[src/rtl/altw_pkg.sv]
// Shared constants and types for the windowed altitude average.
`default_nettype none

package altw_pkg;

  localparam int unsigned WINDOW     = 20;
  localparam int unsigned SAMPLE_W   = 12;
  localparam int unsigned PCT_W      = 10;
  localparam int unsigned SAMPLE_MAX = (1 << SAMPLE_W) - 1;
  localparam int unsigned HALF       = WINDOW / 2;

  // Width of the running sum, also wide enough to hold the sum plus the rounding term.
  localparam int unsigned SUM_W      = $clog2(WINDOW * SAMPLE_MAX + HALF + 1);

  // Division by WINDOW is a multiply by a rounded-up reciprocal and a shift.
  // The shift is large enough that the quotient is exact over the whole sum range.
  localparam int unsigned DIV_SHIFT  = SUM_W + $clog2(WINDOW);
  localparam int unsigned RECIP      = ((1 << DIV_SHIFT) + WINDOW - 1) / WINDOW;
  localparam int unsigned RECIP_W    = SUM_W + 1;
  localparam int unsigned PROD_W     = SUM_W + RECIP_W;

  typedef logic [SAMPLE_W-1:0] sample_t;
  typedef logic [SUM_W-1:0]    sum_t;
  typedef logic [PCT_W-1:0]    pct_t;

  typedef struct packed {
    logic    valid;
    sample_t mean;
  } mean_stage_t;

endpackage

`default_nettype wire

[src/rtl/altw_cell.sv]
// One storage cell of the sample window shift chain.
`default_nettype none

module altw_cell (
  input  wire                logic clk,
  input  wire                logic rst_n,
  input  wire                logic shift_en,
  input  altw_pkg::sample_t  d_in,
  output altw_pkg::sample_t  q_out
);

  altw_pkg::sample_t q_r;

  always_ff @(posedge clk) begin
    if (!rst_n) begin
      q_r <= '0;
    end else if (shift_en) begin
      q_r <= d_in;
    end
  end

  assign q_out = q_r;

endmodule

`default_nettype wire

[src/rtl/altw_mean.sv]
// Running window sum and rounded mean stage.
`default_nettype none

module altw_mean (
  input  wire                    logic clk,
  input  wire                    logic rst_n,
  input  wire                    logic accept,
  input  altw_pkg::sample_t      sample,
  input  altw_pkg::sample_t      oldest,
  input  wire                    logic down_ready,
  output logic                   ready,
  output altw_pkg::mean_stage_t  mean_o
);

  logic                          sum_valid_r;
  altw_pkg::sum_t                sum_r;
  altw_pkg::sum_t                sum_nxt;
  logic                          mean_valid_r;
  altw_pkg::sample_t             mean_r;
  logic                          mean_ready;
  logic                          mean_load;
  altw_pkg::sum_t                rounded;
  logic [altw_pkg::PROD_W-1:0]   product;

  assign mean_ready = !mean_valid_r || down_ready;
  assign ready      = !sum_valid_r || mean_ready;
  assign mean_load  = sum_valid_r && mean_ready;

  // The oldest sample leaves the window as the new one enters.
  assign sum_nxt = sum_r - altw_pkg::SUM_W'(oldest) + altw_pkg::SUM_W'(sample);

  assign rounded = sum_r + altw_pkg::SUM_W'(altw_pkg::HALF);
  assign product = altw_pkg::PROD_W'(rounded) * altw_pkg::PROD_W'(altw_pkg::RECIP);

  always_ff @(posedge clk) begin
    if (!rst_n) begin
      sum_valid_r  <= 1'b0;
      sum_r        <= '0;
      mean_valid_r <= 1'b0;
    end else begin
      if (accept) begin
        sum_r       <= sum_nxt;
        sum_valid_r <= 1'b1;
      end else if (mean_load) begin
        sum_valid_r <= 1'b0;
      end
      if (mean_ready) begin
        mean_valid_r <= sum_valid_r;
      end
    end
  end

  always_ff @(posedge clk) begin
    if (mean_load) begin
      mean_r <= product[altw_pkg::DIV_SHIFT +: altw_pkg::SAMPLE_W];
    end
  end

  assign mean_o.valid = mean_valid_r;
  assign mean_o.mean  = mean_r;

endmodule

`default_nettype wire

[src/rtl/altw_height.sv]
// Baseline capture, height percentage and output register.
`default_nettype none

module altw_height (
  input  wire                    logic clk,
  input  wire                    logic rst_n,
  input  altw_pkg::mean_stage_t  mean_i,
  output logic                   ready,
  output logic                   out_valid,
  input  wire                    logic out_ready,
  output altw_pkg::pct_t         out_height_percent,
  output altw_pkg::sample_t      out_mean_level,
  output logic                   out_baseline_set
);

  logic                            out_valid_r;
  altw_pkg::sample_t               baseline_r;
  altw_pkg::sample_t               baseline_nxt;
  altw_pkg::pct_t                  pct_r;
  altw_pkg::pct_t                  pct_nxt;
  altw_pkg::sample_t               mean_r;
  logic                            take;
  altw_pkg::sample_t               diff;
  logic [altw_pkg::SAMPLE_W:0]     diff_rnd;

  assign ready = !out_valid_r || out_ready;
  assign take  = mean_i.valid && ready;

  assign diff     = baseline_r - mean_i.mean;
  assign diff_rnd = {1'b0, diff} + (altw_pkg::SAMPLE_W + 1)'(4);

  always_comb begin
    baseline_nxt = baseline_r;
    pct_nxt      = pct_r;
    if (baseline_r == '0) begin
      // Capture step: the percentage from before is repeated.
      baseline_nxt = mean_i.mean;
    end else if (mean_i.mean > baseline_r) begin
      pct_nxt = '0;
    end else begin
      pct_nxt = diff_rnd[altw_pkg::SAMPLE_W:3];
    end
  end

  always_ff @(posedge clk) begin
    if (!rst_n) begin
      out_valid_r <= 1'b0;
      baseline_r  <= '0;
      pct_r       <= '0;
    end else begin
      if (take) begin
        out_valid_r <= 1'b1;
        baseline_r  <= baseline_nxt;
        pct_r       <= pct_nxt;
      end else if (out_ready) begin
        out_valid_r <= 1'b0;
      end
    end
  end

  always_ff @(posedge clk) begin
    if (take) begin
      mean_r <= mean_i.mean;
    end
  end

  assign out_valid          = out_valid_r;
  assign out_height_percent = pct_r;
  assign out_mean_level     = mean_r;
  assign out_baseline_set   = (baseline_r != '0);

endmodule

`default_nettype wire

[src/rtl/altitude_window_average.sv]
// Top level of the windowed altitude average with captured baseline.
//
// One sample enters per item on the in_ channel (in_valid/in_ready) and one
// result leaves per item on the out_ channel (out_valid/out_ready). A result
// carries the rounded mean of the last WINDOW samples, the rounded drop of the
// mean below the captured baseline in units of 8 counts, and a flag that shows
// a baseline has been captured.
// The window is a chain of cells that shifts one place per accepted item;
// the last cell holds the oldest sample, which leaves the running sum.
// An accepted item passes the sum register, then the mean register that
// takes the reciprocal multiply, then the baseline and output register.
// Throughput is one item per cycle while the receiver takes results; each of
// the three stages has its own valid bit, so a stalled output holds its
// result while the earlier stages keep filling.
// When the receiver stalls, in_ready falls once all three stages are full.
// A synchronous reset clears the window, the sum, the baseline, the held
// percentage and all valid bits; the block takes items once reset is released.
`default_nettype none

module altitude_window_average (
  input  wire                logic clk,
  input  wire                logic rst_n,
  input  wire                logic in_valid,
  output logic               in_ready,
  input  altw_pkg::sample_t  in_sample,
  output logic               out_valid,
  input  wire                logic out_ready,
  output altw_pkg::pct_t     out_height_percent,
  output altw_pkg::sample_t  out_mean_level,
  output logic               out_baseline_set
);

  altw_pkg::sample_t     taps [altw_pkg::WINDOW+1];
  logic                  accept;
  logic                  height_ready;
  altw_pkg::mean_stage_t mean_stage;

  assign accept  = in_valid && in_ready;
  assign taps[0] = in_sample;

  for (genvar i = 0; i < altw_pkg::WINDOW; i++) begin : g_cells
    altw_cell u_cell (
      .clk      (clk),
      .rst_n    (rst_n),
      .shift_en (accept),
      .d_in     (taps[i]),
      .q_out    (taps[i+1])
    );
  end

  altw_mean u_mean (
    .clk        (clk),
    .rst_n      (rst_n),
    .accept     (accept),
    .sample     (in_sample),
    .oldest     (taps[altw_pkg::WINDOW]),
    .down_ready (height_ready),
    .ready      (in_ready),
    .mean_o     (mean_stage)
  );

  altw_height u_height (
    .clk                (clk),
    .rst_n              (rst_n),
    .mean_i             (mean_stage),
    .ready              (height_ready),
    .out_valid          (out_valid),
    .out_ready          (out_ready),
    .out_height_percent (out_height_percent),
    .out_mean_level     (out_mean_level),
    .out_baseline_set   (out_baseline_set)
  );

endmodule

`default_nettype wire

[config.mk]
export PLATFORM = sky130hd
export DESIGN_NAME = altitude_window_average
export DESIGN_NICKNAME = d
export VERILOG_FILES = /design/src/rtl/altw_pkg.sv /design/src/rtl/altw_cell.sv /design/src/rtl/altw_mean.sv /design/src/rtl/altw_height.sv /design/src/rtl/altitude_window_average.sv
export SDC_FILE = /design/constraint.sdc
export NUM_CORES = 1
export LEC_CHECK = 0
export BUFFER_PORTS_ARGS = -buffer_cell sky130_fd_sc_hd__buf_4
export CELL_PAD_IN_SITES_DETAIL_PLACEMENT = 0
export CELL_PAD_IN_SITES_GLOBAL_PLACEMENT = 2
export CORE_MARGIN = 2
export CORE_UTILIZATION = 33
export DETAILED_ROUTE_END_ITERATION = 8
export PLACE_DENSITY_LB_ADDON = 0.25
export RECOVER_POWER = 25
export SLEW_MARGIN = 15
export SYNTH_ARGS = -nofsm -noshare
export SYNTH_HDL_FRONTEND = slang
export SYNTH_SLANG_ARGS = --single-unit
export TNS_END_PERCENT = 100
[constraint.sdc]
create_clock -name clk -period 6.2 [get_ports clk]
set_input_delay 0 -clock clk [delete_from_list [all_inputs] [get_ports clk]]
set_output_delay 0 -clock clk [all_outputs]
set_load 0.05 [all_outputs]
==> summary.md <==
| Metric | Value |
|---|---|
| Outcome | finished, violations left |
| Violated checks | capacitance limit, slew limit |
| Synth top area cells | dfxtp_1 33%, ha_1 12%, fa_1 12% |
| Core ar. | 0.05109 mm2 |
| Initial antenna violation count | 0 |
| Max clock buf depth | 3 |
| Synth warn | 0 |
| Via Count | 12850 |
| Syn Area/Cell | 8.505 um2 |
| DIE AREA | 0.05320 mm2 |
| Post-synth ARST share | 0% |
| CTS tree | done |
| Post-DP HPWL | 27660 um |
| Ant. Diodes | 0 |
| RSZ-0062 raised after global routing | true |
| Tightest Pin Transition | 4189 ps |
| Initial core utilization | 33.18% |
| Arr. time, crit path | 6360 ps |
| Maxcap violations | 1 |
| CTS Buf Count | 38 |
| Root buffer cell | clkbuf_16 |
| WL final | 39980 um |
| Placer congestion estimate | 0.8566 |
| PortBufs | 40 |
| CP endpoint kind | register |
| Final Hold Viols | 0 |
| Library cells used by synthesis | 66 |
| Latest clock arrival within the worst-skew pair | 560 ps |
| Final net count | 2352 |
| Final Core Density | 39.61% |
| Pre-antenna DRT Iters | 4 |
| Ports | 41 |
| Syn Inst Count | 1993 |
| Clock Skew | 14.38 ps |
| Reg clk slew, reported paths | 60 ps |
| Largest net degree at the start of global routing | 263 |
| WL/cell | 14.36 um |
| Antenna viol nets, final | 0 |
| Cell Rows | 83 |
| Final setup vio count | 0 |
| CTS H-tree depth | 2 |
| CP Class | register to register |
| Critical Path RT | 6500 ps |
| Fin. max-slew vios | 127 |
| Setup TNS | 0 ps |
| Syn Nets | 2271 |
| First-pass GRT wire length | 65490 um |
| Synthesis-to-layout area growth | 19.38% |
| CTS sink cnt | 306 |
| Slew Limit Headroom | -179.3% |
| Peak fanout along the critical path | 4 |
| Worst hold path class | input port to register |
| Ys flop type | dfxtp_1 |
| # DRC | 0 |
| Synth Register Bits | 306 |
| Die H | 230.6 um |
| Tot GR Track Use | 15.27% |
| Post-synth EDFFs | 24 |
| Die X | 230.6 um |
| Via count of the first global-routing pass | 12750 |
| Max Freq | 0.1650 GHz |
| Share of the synthesized area in the top cell type | 33.30% |
| Synth area leader | dfxtp_1 |
| Final min period | 6059 ps |
| DRT iter0 DRCs | 531 |
| Grt ovf | 0 |
| Synthesized cell area | 0.01695 mm2 |
| CP startpoint kind | register |
| Routed vias/inst | 4.615 |
| Register area share after synthesis | 37.56% |
| Layout cells sized above 1 | 11.45% |
| Final cycle utilization of the critical path | 97.73% |
[synthesized netlist by cell type (3+ instances only)]
library cell and instances:
a211oi_1 5, a21o_1 9, a21oi_1 292, a21oi_2 3, a31oi_1 6, and3_1 6
and4_1 3, buf_2 9, clkbuf_1 84, dfxtp_1 282, edfxtp_1 24, fa_1 99
ha_1 163, inv_1 243, nand2_1 526, nand2b_1 4, nand3_1 15, nand3b_1 3
nand4_1 11, nand4b_1 3, nor2_1 53, nor2b_1 3, nor3_1 4, nor4_1 6
o21a_1 5, o21ai_0 18, o21ai_1 5, o21ai_2 3, o31a_1 3, or3_1 3
xnor2_1 43, xor2_1 16
[registers in the layout (all words and copies together) (netlist names)]
register                     flops
u_mean.mean_r                   12
g_cells.u_cell.q_out           240
u_mean.mean_valid_r              1
u_height.out_valid               1
u_height.out_height_percent     10
u_height.out_mean_level         12
u_height.baseline_r             12
u_mean.sum_r                    17
u_mean.sum_valid_r               1
[cell families (layout without fill, tap and decap cells)]
| kind of cell | count (synthesis) | after routing | synth area share [%] |
|---|---|---|---|
| AOI/OAI and AO/OA | 375 | 375 | 12.39 |
| xor gates and xnor gates | 59 | 59 | 3.048 |
| adders and majority gates | 262 | 262 | 23.72 |
| buffers and inverters | 339 | 450 | 7.617 |
| DFF | 306 | 306 | 37.56 |
| muxes | 2 | 2 | 0.1181 |
| and+or+nand+nor | 650 | 650 | 15.55 |
[per-layer routing]
metal | part of all wire (%) | GRT usage [%]
met3 | 3.2 | 2.372
met4 | 2.5 | 4.758
met2 | 48 | 26.34
met5 | 0 | 0
met1 | 46 | 19.59
[cell usage in the layout, fill, tap and decap left out, types with 21 or more instances in the layout]
| master | count |
|---|---|
| fa_1 | 96 |
| clkbuf_1 | 31 |
| clkbuf_16 | 38 |
| dfxtp_1 | 278 |
| buf_4 | 86 |
| edfxtp_1 | 24 |
| xnor2_1 | 32 |
| nand2_1 | 523 |
| ha_4 | 21 |
| a21oi_1 | 288 |
| ha_1 | 142 |
| nor2_1 | 50 |
| inv_1 | 237 |
[what timing repair did]
action                                 in CTS  in global routing
pin swaps                                  14                 58
endpoints found under the hold margin      24                  0
gates resized for setup                    21                 57
hold buffers                               16                  0
buffers inserted                            5                  7
setup endpoints to repair                   7                 10
[per-stage QoR]
| step | cell area (um2) | hold slack [ps] | setup WS (ps) | cells |
|---|---|---|---|---|
| after floorplan | 16980 | 136.0 | 0.3775 | 1993 |
| after detailed placement | 18320 | 292.1 | -126.2 | 2686 |
| after global routing | 20240 | 272.5 | -111.5 | 2784 |
| after CTS | 19950 | 241.0 | 0.7758 | 2777 |
| final | 20240 | 275.1 | 140.6 | 2784 |
| after global placement | 18320 | 282.3 | -117.8 | 2686 |
[path summary, 6_finish.rpt]
| check | start | end | slack (ps) | cells after the start |
|---|---|---|---|---|
| max | u_mean.sum_r[5] | u_mean.mean_r[11] | 140 | 25 |
| min | in_sample[10] | g_cells[0].u_cell.q_out[10] | 280 | 4 |
| max reg2reg | u_mean.sum_r[5] | u_mean.mean_r[11] | 140 | 25 |
| min reg2reg | g_cells[16].u_cell.q_out[1] | g_cells[17].u_cell.q_out[1] | 450 | 2 |
[area by class of cell]
| class | instances | area [um2] |
|---|---|---|
| inverters | 244 | 915.9 |
| flip-flops and latches | 306 | 6374 |
| multi-input cells | 1348 | 9814 |
| repair buffers | 136 | 997.2 |
| fillers | 5332 | 30860 |
| clock buffers | 48 | 1049 |
| clock inverters | 22 | 236.5 |
| well taps | 680 | 850.8 |
[worst max-delay path, cell delays in order (launching register included)]
cell and delay [ps]:
dfxtp_2 330, nand2_2 60, nor4_2 260, buf_4 170, nand4_1 180, nor2_4 200
nand2_2 110, xnor2_4 240, ha_4 250, ha_4 270, fa_1 420, fa_1 480
fa_1 490, inv_1 50, fa_1 510, inv_2 50, ha_4 200, a21o_1 190
a221o_1 330, o21ai_2 180, o21ai_2 70, a311oi_2 250, buf_4 190, o21ai_2 80
a21oi_2 150, xnor2_1 80
Power is left out: the tool's default activity adds up to more than one toggle a clock period on the data nets, which glitch-free logic cannot reach.
